$ cat src/hw/rtl/bfb_pkg.sv
package bfb_pkg;

    // Default geometry of the font and the framebuffer.
    localparam int GLYPH_ROWS_DEF  = 10;
    localparam int LINE_PITCH_DEF  = 320;
    localparam int GLYPH_SLOTS_DEF = 256;

    // Field widths fixed by the item formats.
    localparam int REQ_W    = 3;
    localparam int ADDR_W   = 16;
    localparam int POS_Y_W  = 8;
    localparam int COLOR_W  = 8;
    localparam int CODE_W   = 8;
    localparam int INDEX_W  = 12;
    localparam int DATA_W   = 16;
    localparam int MASK_W   = 16;
    localparam int BYTE_W   = 8;
    localparam int CFG_IDX_W = 2;

    // Stream payload widths, padded to whole bytes.
    localparam int S_TDATA_W = 72;
    localparam int M_TDATA_W = 56;

    // Request kinds carried in the slave-side tuser.
    typedef enum logic [REQ_W-1:0] {
        REQ_START    = 3'd0,
        REQ_CHAR     = 3'd1,
        REQ_LD_MAP   = 3'd2,
        REQ_LD_ADV   = 3'd3,
        REQ_LD_GLYPH = 3'd4
    } t_req;

    // Configuration register indexes.
    typedef enum logic [CFG_IDX_W-1:0] {
        CFG_BUFFER_BASE = 2'd0,
        CFG_BAND_TOP    = 2'd1,
        CFG_BAND_BOTTOM = 2'd2
    } t_cfg_idx;

    // Commands from the controller to the datapath.
    typedef struct packed {
        logic start;        // latch pen, colour, clip flag; clear width
        logic map_rd;       // read the character map at the incoming code
        logic ld_map;       // write the character map
        logic ld_adv;       // write the advance table
        logic ld_glyph;     // write a glyph row
        logic glyph_fetch;  // read advance and first glyph row
        logic width_upd;    // add the advance to the width, prime row address
        logic row_next;     // current row has been transferred
    } t_dp_cmd;

    // Status from the datapath to the controller.
    typedef struct packed {
        logic code_zero;
        logic clipped;
        logic last_row;
    } t_dp_stat;

endpackage

$ cat src/hw/rtl/bfb_ctrl.sv
module bfb_ctrl (
    input  logic                    i_clk,
    input  logic                    i_rst_n,
    input  logic                    i_s_valid,
    input  logic [bfb_pkg::REQ_W-1:0] i_req,
    output logic                    o_s_ready,
    output logic                    o_m_valid,
    input  logic                    i_m_ready,
    input  bfb_pkg::t_dp_stat       i_stat,
    output bfb_pkg::t_dp_cmd        o_cmd
);

    typedef enum logic [1:0] {
        ST_IDLE,
        ST_MAP,
        ST_LOAD,
        ST_EMIT
    } t_state;

    t_state r_state;
    logic   r_s_ready;
    logic   r_m_valid;
    logic   w_accept;
    logic   w_draw;
    logic   w_is_char;

    assign w_accept  = i_s_valid && r_s_ready;
    assign w_is_char = (i_req == bfb_pkg::REQ_CHAR);
    assign w_draw    = w_is_char && !i_stat.code_zero && !i_stat.clipped;

    always_comb begin
        o_cmd = '0;
        if (w_accept) begin
            unique case (i_req)
                bfb_pkg::REQ_START:    o_cmd.start    = 1'b1;
                bfb_pkg::REQ_CHAR:     o_cmd.map_rd   = w_draw;
                bfb_pkg::REQ_LD_MAP:   o_cmd.ld_map   = 1'b1;
                bfb_pkg::REQ_LD_ADV:   o_cmd.ld_adv   = 1'b1;
                bfb_pkg::REQ_LD_GLYPH: o_cmd.ld_glyph = 1'b1;
                default: ;
            endcase
        end
        o_cmd.glyph_fetch = (r_state == ST_MAP);
        o_cmd.width_upd   = (r_state == ST_LOAD);
        o_cmd.row_next    = (r_state == ST_EMIT) && r_m_valid && i_m_ready;
    end

    always_ff @(posedge i_clk) begin
        if (!i_rst_n) begin
            r_state   <= ST_IDLE;
            r_s_ready <= 1'b1;
            r_m_valid <= 1'b0;
        end else begin
            unique case (r_state)
                ST_IDLE: begin
                    if (w_accept && w_draw) begin
                        r_state   <= ST_MAP;
                        r_s_ready <= 1'b0;
                    end
                end
                ST_MAP: begin
                    r_state <= ST_LOAD;
                end
                ST_LOAD: begin
                    r_state   <= ST_EMIT;
                    r_m_valid <= 1'b1;
                end
                ST_EMIT: begin
                    if (o_cmd.row_next && i_stat.last_row) begin
                        r_state   <= ST_IDLE;
                        r_m_valid <= 1'b0;
                        r_s_ready <= 1'b1;
                    end
                end
                default: begin
                    r_state <= ST_IDLE;
                end
            endcase
        end
    end

    assign o_s_ready = r_s_ready;
    assign o_m_valid = r_m_valid;

endmodule

$ cat config.mk
export PLATFORM = sky130hd
export DESIGN_NAME = bfb_ctrl
export DESIGN_NICKNAME = d
export VERILOG_FILES = /design/src/hw/rtl/bfb_pkg.sv /design/src/hw/rtl/bfb_ctrl.sv
export SDC_FILE = /design/constraint.sdc
export NUM_CORES = 1
export LEC_CHECK = 0
export BUFFER_PORTS_ARGS = -buffer_cell sky130_fd_sc_hd__buf_2
export CAP_MARGIN = 20
export CORE_AREA = 5 5 42 44
export CTS_BUF_LIST = sky130_fd_sc_hd__clkbuf_8
export CTS_CLUSTER_DIAMETER = 150
export DETAILED_ROUTE_END_ITERATION = 10
export DIE_AREA = 0 0 47 49
export SLEW_MARGIN = 20
export SYNTH_ARGS = -nofsm -noshare
export SYNTH_HDL_FRONTEND = slang
export SYNTH_SLANG_ARGS = --single-unit
$ cat constraint.sdc
create_clock -name i_clk -period 1.6 [get_ports i_clk]
set_clock_uncertainty 0.1 [all_clocks]
set_input_delay 0.16 -clock i_clk [delete_from_list [all_inputs] [get_ports i_clk]]
set_output_delay 0.16 -clock i_clk [all_outputs]
set_load 0.01 [all_outputs]
==> impl_metrics.env, run 1 <==
export IMPL_vias_per_cell=4.56
export IMPL_ys_seq_area_share_pct=25.4
export IMPL_cpLargestDelayFamily="simple AND/OR/NAND/NOR gates"
export IMPL_relSlewSlack_pct=83.6
export IMPL_cts_max_level=1
export IMPL_switching_power_uw=182
export IMPL_grt_ovfl_total=0
export IMPL_worstPathArrival_ns=1.28
export IMPL_setup_viol=0
export IMPL_drc=0
export IMPL_drive_gt1_share_pct=42.9
export IMPL_status="finished, final reports clean"
export IMPL_routed_wl_microns=844
export IMPL_ys_types=17
export IMPL_final_util_pct=35.8
export IMPL_port_buffers=19
export IMPL_syn_area_per_cell_sq_um=8.08
export IMPL_tightestPinTransition_ns=0.243
export IMPL_area_growth_pct=59.1
export IMPL_combPwrFrac_pct=34.7
export IMPL_max_freq_ghz=0.647
export IMPL_power_clock_fraction_pct=39.0
export IMPL_cts_sinks=4
export IMPL_synth_top_cell_by_area="dfxtp_1"
export IMPL_power_density_nw_per_um2=1120
export IMPL_n_antenna_cell=0
export IMPL_required_ns=1.34
export IMPL_ys_warnings_count=0
export IMPL_dpl_hpwl_microns=662
export IMPL_rows=14
export IMPL_p_leak_uw=0.000271
export IMPL_synthCells=39
export IMPL_critPathKind="register to output port"
export IMPL_gp_congestion=0.813
export IMPL_hold_viol=0
export IMPL_die_y_microns=49
export IMPL_period_needed_ns=1.54
export IMPL_critPathLaunchType="register"
export IMPL_internal_power_uw=382
export IMPL_grt_max_degree=7
export IMPL_vias=360
export IMPL_ant_nets=0
export IMPL_cts_root_buf="clkbuf_8"
export IMPL_antenna_found_initial=0
export IMPL_critPathCaptureType="output port"
export IMPL_crit_fanout=5
export IMPL_die_x_microns=47
export IMPL_fin_crit_sh_pct=96.5
export IMPL_cts_hold_repair_buffers=0
export IMPL_synth_area_leaders="dfxtp_1 25%, ha_1 20%, nand2_1 7.1%, mux2i_1 6.3%, inv_1 6.0%"
export IMPL_cts_tree="done"
export IMPL_crit_slowest_cell="or4_4"
export IMPL_fp_dieArea_sq_um=2300
export IMPL_max_cap_violations=0
export IMPL_synth_nets=54
export IMPL_drt_iter0_drc=12
export IMPL_grt_pass1_wl_microns=1370
export IMPL_cp_cell_sequence="nand2_4 -> or4_4 -> inv_1 -> buf_6"
export IMPL_yosys_register_bits=4
export IMPL_yosys_area_top_type_share_pct=25.4
export IMPL_numCtsBuffers=3
export IMPL_grt_pass1_vias=333
export IMPL_worstSkewPairLatency_ns=0.22
export IMPL_seqPwrFrac_pct=26.4
export IMPL_first_pass_iters=3
export IMPL_netlist_area_sq_um=315
export IMPL_hold_class="input pin to register"
export IMPL_start_util_pct=22.5
export IMPL_clk_pin_slew_ns=0.03
export IMPL_finish_net_count=80
export IMPL_vdd_drop_max_mv=0.525
export IMPL_rsz0062_at_grt="false"
export IMPL_pin_count=20
export IMPL_power_switching_share_pct=32.3
export IMPL_crit_buf_inv=2
export IMPL_grt_usage_pct=8.80
export IMPL_routedWlPerCell_microns=10.7
export IMPL_maxSlewViolCount=0
export IMPL_core_area_sq_um=1400
export IMPL_slowest_delay_ns=0.49
export IMPL_clockBufferDepth=2
export IMPL_power_uw=564
cell usage in the layout, fill, tap and decap left out:
master,count
buf_2,18
inv_1,5
nand2_1,5
ha_1,5
nor4_1,3
o21ai_0,3
clkbuf_8,3
dfxtp_1,3
nand3_1,2
mux2i_1,2
buf_4,2
nand2_4,1
or3b_1,1
or4_4,1
nor4b_1,1
and3_1,1
nor2_1,1
and2_1,1
a22o_1,1
nand3b_1,1
nand2b_1,1
dfxtp_2,1
buf_6,1
repair_timing:
item / 4_1_cts / 5_1_grt
gates resized for setup: 1 / 3
setup buffers: 0 / 0
setup endpoints to repair: 1 / 3
pin swaps: 0 / 0
endpoints found under the hold margin: 0 / 0
flip-flops by register name, summed over array words and instances, names as in the netlist:
name and count:
o_m_valid 1, o_s_ready 1, r_state 2
metal layers:
metal	share of wire, %	vias to the layer above	global-route usage, %	routed length, microns
met5	0	-	0	0
met1	40	155	9.43	334
li1	-	184	-	-
met4	2.7	0	5.53	23
met3	15	3	6.27	126
met2	43	18	12.0	360
final timing paths:
check	from	to	slack [ns]	cells past startpoint
worst max-delay path	o_s_ready	o_cmd[6]	0.06	4
worst min-delay path	i_rst_n	o_s_ready	0.07	2
worst max register to register	o_s_ready	r_state[1]	0.09	4
worst min register to register	r_state[0]	r_state[0]	0.40	2
area by class of cell:
type / instances / area (sq um)
Clock buffer: 3 / 41.3
Multi-Input combinational cell: 30 / 224
Tap cell: 16 / 20.0
Timing Repair Buffer: 21 / 116
Fill cell: 156 / 900
Inverter: 5 / 18.8
Sequential cell: 4 / 81.3
stage by stage:
| step | worst slack (ns) | instance area (sq um) | setup TNS [ns] | instances | hold WS [ns] |
|---|---|---|---|---|---|
| floorplan | 0.0175 | 315 | 0 | 39 | 0.132 |
| global placement | -0.0620 | 445 | -0.120 | 76 | 0.301 |
| detailed placement | -0.0777 | 445 | -0.151 | 76 | 0.302 |
| CTS | 0.0130 | 489 | 0 | 79 | 0.0662 |
| global route | 0.00556 | 502 | 0 | 79 | 0.100 |
| finish | 0.0554 | 502 | 0 | 79 | 0.0739 |
kinds of logic (layout without fill, tap and decap cells):
logic type	count (synthesis)	in the layout	share of synthesized area, %
simple gates	19	19	34.9
buf+inv	5	29	5.95
compound gates	4	4	7.54
fa+ha+maj	5	5	19.8
flops	4	4	25.4
mux	2	2	6.35
power by group through the flow:
| stage | clock [uW] | combinational, uW | sequential (uW) |
|---|---|---|---|
| floorplan | 0 | 133 | 147 |
| global placement | 0 | 193 | 152 |
| detailed placement | 0 | 196 | 149 |
| CTS | 233 | 197 | 148 |
| global route | 242 | 223 | 153 |
| finish | 220 | 196 | 149 |
Yosys cell counts:
cell / instances
ha_1: 5
nor4b_1: 1
nand3b_1: 1
or4_4: 1
nor4_1: 3
and3_1: 1
dfxtp_1: 4
inv_1: 5
nand2b_1: 1
nand3_1: 2
nand2_1: 6
a22o_1: 1
o21ai_0: 3
or3b_1: 1
and2_1: 1
nor2_1: 1
mux2i_1: 2
No activity file was read; power rests on OpenSTA's default activity.
==> run 2, diff against run 1 <==
- clock period: 1.6 -> 1.9 ns (I/O delays scaled with it)
==> run 2 against run 1 <==
  * Sequential power decreased by 15%
  * Power decreased by 18%
  * Register-to-register slack better by 0.20 ns
  * Routed wire length is 8.8% lower
  * Die area unchanged
  * Flip-flop and latch count stayed put
  * Combinational power shrank 18%
  * Utilization down 2.1 points
==> impl_metrics.env, run 2 (synthesis gave the netlist of run 1 again) <==
export IMPL_vdd_drop_max_mv=0.686
export IMPL_ant_nets=0
export IMPL_required_ns=1.61
export IMPL_grt_usage_pct=7.95
export IMPL_drive_gt1_share_pct=37.7
export IMPL_power_switching_share_pct=31.1
export IMPL_tns_ns=0
export IMPL_vias_per_cell=4.48
export IMPL_combPwrFrac_pct=34.8
export IMPL_seqPwrFrac_pct=27.2
export IMPL_start_util_pct=22.5
export IMPL_ff2ff_path_depth=4
export IMPL_postCtsSetupBuffers=0
export IMPL_hold_depth=2
export IMPL_setup_viol=0
export IMPL_largest_reg_flops=2
export IMPL_switching_power_uw=143
export IMPL_cp_cell_sequence="nand2_1 -> or4_4 -> inv_1 -> buf_2"
export IMPL_max_cap_violations=0
export IMPL_power_density_nw_per_um2=977
export IMPL_grt_max_degree=7
export IMPL_grt_pass1_wl_microns=1280
export IMPL_port_buffers=19
export IMPL_status="finished, final reports clean"
export IMPL_dpl_hpwl_microns=624
export IMPL_antenna_found_initial=0
export IMPL_critPathLaunchType="register"
export IMPL_grt_ovfl_total=0
export IMPL_grt_pass1_vias=331
export IMPL_largest_register="r_state"
export IMPL_rsz0062_at_grt="false"
export IMPL_crit_fanout=5
export IMPL_cts_repair_resize_count=0
export IMPL_crit_slowest_cell="or4_4"
export IMPL_fin_crit_sh_pct=87.5
export IMPL_critPathKind="register to output port"
export IMPL_fill_cells=156
export IMPL_rows=14
export IMPL_slowest_delay_ns=0.52
export IMPL_power_uw=461
export IMPL_core_area_sq_um=1400
export IMPL_hold_viol=0
export IMPL_cts_max_level=1
export IMPL_numCtsBuffers=3
export IMPL_cts_sinks=4
export IMPL_gp_congestion=0.813
export IMPL_hold_class="input pin to register"
export IMPL_period_needed_ns=1.66
export IMPL_routed_wl_microns=770
export IMPL_finish_net_count=78
export IMPL_internal_power_uw=318
export IMPL_final_cell_mix="19 x buf_2, 6 x nand2_1, 5 x inv_1, 5 x ha_1, 4 x dfxtp_1"
export IMPL_cts_hold_repair_buffers=0
export IMPL_drt_iter0_drc=1
export IMPL_worstPathArrival_ns=1.37
export IMPL_layout_commonest_cell="buf_2"
export IMPL_fp_dieArea_sq_um=2300
export IMPL_drc=0
export IMPL_max_freq_ghz=0.601
export IMPL_first_pass_iters=4
export IMPL_die_x_microns=47
export IMPL_clockBufferDepth=2
export IMPL_cts_root_buf="clkbuf_8"
export IMPL_area_growth_pct=49.6
export IMPL_routedWlPerCell_microns=10.0
export IMPL_power_clock_fraction_pct=38.0
export IMPL_worstSkewPairLatency_ns=0.21
export IMPL_pin_count=20
export IMPL_clk_pin_slew_ns=0.03
export IMPL_cpLargestDelayFamily="simple AND/OR/NAND/NOR gates"
export IMPL_path_depth=4
export IMPL_critPathCaptureType="output port"
export IMPL_crit_buf_inv=2
export IMPL_tightestPinTransition_ns=0.238
export IMPL_p_leak_uw=0.000261
export IMPL_n_antenna_cell=0
export IMPL_cts_tree="done"
export IMPL_maxSlewViolCount=0
export IMPL_relSlewSlack_pct=83.9
export IMPL_vias=345
export IMPL_die_y_microns=49
[run 2: final cells by class]
| class | instances | area [sq um] | area share (%) |
|---|---|---|---|
| timing repair buffer | 19 | 95.1 | 20.2 |
| tap | 16 | 20.0 | 4.24 |
| sequential | 4 | 80.1 | 17.0 |
| clock buffer | 3 | 41.3 | 8.75 |
| inverter | 5 | 18.8 | 3.98 |
| multi-input combinational | 30 | 216 | 45.9 |
[run 2: worst paths after layout]
path | from | to | slack (ns)
min | i_rst_n | o_s_ready | 0.1
max | o_s_ready | o_cmd[6] | 0.24
max reg2reg | o_s_ready | r_state[0] | 0.29
min reg2reg | r_state[0] | r_state[0] | 0.41
[run 2: power by group through the flow]
stage | Sequential, uW | Combinational [uW] | Clock [uW]
floorplan | 124 | 112 | 0
global placement | 127 | 163 | 0
detailed placement | 126 | 161 | 0
CTS | 125 | 163 | 181
global route | 127 | 189 | 193
finish | 126 | 160 | 175
[run 2: per-layer routing]
metal,wire [microns],track usage (%),up-vias
li1,-,-,179
met1,333,8.99,147
met2,322,10.9,19
met3,114,6.64,0
met4,0,2.76,0
met5,0,0,-
[run 2: through the flow]
step	util, %	hold slack [ns]	std cells	instance area, sq um	setup slack, ns
floorplan	-	0.162	39	315	0.317
global placement	30.7	0.331	74	430	0.186
detailed placement	30.7	0.322	74	430	0.182
CTS	33.7	0.0981	77	472	0.215
global route	33.7	0.102	77	472	0.137
finish	33.7	0.0986	77	472	0.237
==> run 3, diff against run 2 <==
- RECOVER_POWER: default -> 100
==> run 3 against run 2 <==
  * Global-route usage stayed put
  * Clock-buffer cell count did not move
  * Sequential power about the same
==> impl_metrics.env, run 3 (synthesis gave the netlist of run 1 again) <==
export IMPL_route_met2_wl_microns=319
export IMPL_critPathLaunchType="register"
export IMPL_maxSlewViolCount=0
export IMPL_cts_hold_repair_buffers=0
export IMPL_final_util_pct=32.6
export IMPL_dpl_hpwl_microns=624
export IMPL_die_y_microns=49
export IMPL_die_x_microns=47
export IMPL_critPathCaptureType="output port"
export IMPL_final_cell_mix="10 x buf_2, 9 x clkbuf_1, 6 x nand2_1"
export IMPL_p_leak_uw=0.000223
export IMPL_fp_dieArea_sq_um=2300
export IMPL_required_ns=1.61
export IMPL_finish_net_count=78
export IMPL_clk_pin_slew_ns=0.03
export IMPL_placedCellCount=74
export IMPL_routedWlPerCell_microns=9.91
export IMPL_first_pass_iters=3
export IMPL_numCtsBuffers=3
export IMPL_cts_repair_resize_count=0
export IMPL_start_util_pct=22.5
export IMPL_power_density_nw_per_um2=997
export IMPL_gp_congestion=0.813
export IMPL_tns_ns=0
export IMPL_status="finished, final reports clean"
export IMPL_grt_ovfl_total=0
export IMPL_grt_usage_pct=7.95
export IMPL_drc=0
export IMPL_grt_max_degree=7
export IMPL_cp_startpoint="o_s_ready"
export IMPL_rows=14
export IMPL_largest_reg_flops=2
export IMPL_rsz0062_at_grt="false"
export IMPL_crit_buf_inv=2
export IMPL_antenna_found_initial=0
export IMPL_holdCritStartpoint="i_rst_n"
export IMPL_tightestPinTransition_ns=0.256
export IMPL_n_antenna_cell=0
export IMPL_fin_cells=77
export IMPL_crit_fanout=5
export IMPL_cpLargestDelayFamily="simple AND/OR/NAND/NOR gates"
export IMPL_ff2ff_path_depth=4
export IMPL_rr_startpoint="o_s_ready"
export IMPL_vias=342
export IMPL_vias_per_cell=4.44
export IMPL_relSlewSlack_pct=82.7
export IMPL_cts_root_buf="clkbuf_8"
export IMPL_grt_pass1_vias=331
export IMPL_postCtsSetupBuffers=0
export IMPL_routed_wl_microns=763
export IMPL_fill_cells=165
export IMPL_critPathKind="register to output port"
export IMPL_pin_count=20
export IMPL_drive_gt1_share_pct=21.3
export IMPL_drt_iter0_drc=1
export IMPL_cp_cell_sequence="nand2_1 -> or4_1 -> inv_1 -> buf_2"
export IMPL_crit_slowest_cell="or4_1"
export IMPL_max_freq_ghz=0.588
export IMPL_cts_max_level=1
export IMPL_highest_layer="met3"
export IMPL_port_buffers=19
export IMPL_ant_nets=0
export IMPL_worstPathArrival_ns=1.41
export IMPL_whs_endpoint="o_s_ready"
export IMPL_period_needed_ns=1.70
export IMPL_setup_viol=0
export IMPL_wl_met1_microns=315
export IMPL_hold_viol=0
export IMPL_slowest_delay_ns=0.54
export IMPL_clockBufferDepth=2
export IMPL_hold_class="input pin to register"
export IMPL_worstSkewPairLatency_ns=0.21
export IMPL_cts_tree="done"
export IMPL_cts_sinks=4
export IMPL_wl_met3_microns=128
export IMPL_max_cap_violations=0
export IMPL_largest_register="r_state"
export IMPL_vdd_drop_max_mv=0.686
export IMPL_r2r_setup_slack_ns=0.25
export IMPL_r2r_end="r_state[0]"
export IMPL_hold_depth=2
export IMPL_area_growth_pct=44.8
export IMPL_power_uw=455
export IMPL_layout_commonest_cell="buf_2"
export IMPL_grt_pass1_wl_microns=1280
export IMPL_core_area_sq_um=1400
export IMPL_fin_crit_sh_pct=89.5
run 3: cell types whose count changed in the layout (fill, tap and decap cells not counted):
cell	before	now
clkbuf_1	0	9
and2_1	1	0
or4_1	0	1
and2_0	0	1
buf_2	19	10
or4_4	1	0
run 3: worst register-to-register path, delay by kind of cell, from the launching register on:
kind | cells | cell delay [ns]
compound gates | 1 | 0.30
flops | 1 | 0.34
mux | 1 | 0.12
simple gates | 2 | 0.66
run 3: area by class of cell:
type                    instances  area [sq um]  share of cell area [%]
flip-flops and latches          4          80.1                    17.5
clock buffers                   3          41.3                    9.04
well taps                      16          20.0                    4.38
repair buffers                 19          83.8                    18.4
multi-input cells              30           213                    46.6
inverters                       5          18.8                    4.11
run 3: per-stage QoR:
stage | hold WS [ns] | worst slack [ns] | area (sq um)
after CTS | 0.0981 | 0.215 | 472
after detailed placement | 0.322 | 0.182 | 430
after global routing | 0.102 | 0.0813 | 457
final | 0.0982 | 0.199 | 457
after global placement | 0.331 | 0.186 | 430
after floorplan | 0.162 | 0.317 | 315
run 3: worst max path at each step:
stage	end	cells after the start
final	o_cmd[6]	4
after global routing	o_cmd[6]	4
after CTS	o_cmd[6]	4
after detailed placement	r_state[1]	5
after global placement	r_state[0]	5
after floorplan	r_state[0]	4
run 3: report_power, final:
group | switching, uW | internal, uW
registers | 21.8 | 104
clock network | 40.4 | 135
logic | 81.1 | 73.2
run 3: per-layer routing:
layer | global-route usage (%) | up-vias
met1 | 8.99 | 144
met3 | 6.64 | 0
met4 | 2.76 | 0
met2 | 10.9 | 19
met5 | 0 | -
li1 | - | 179
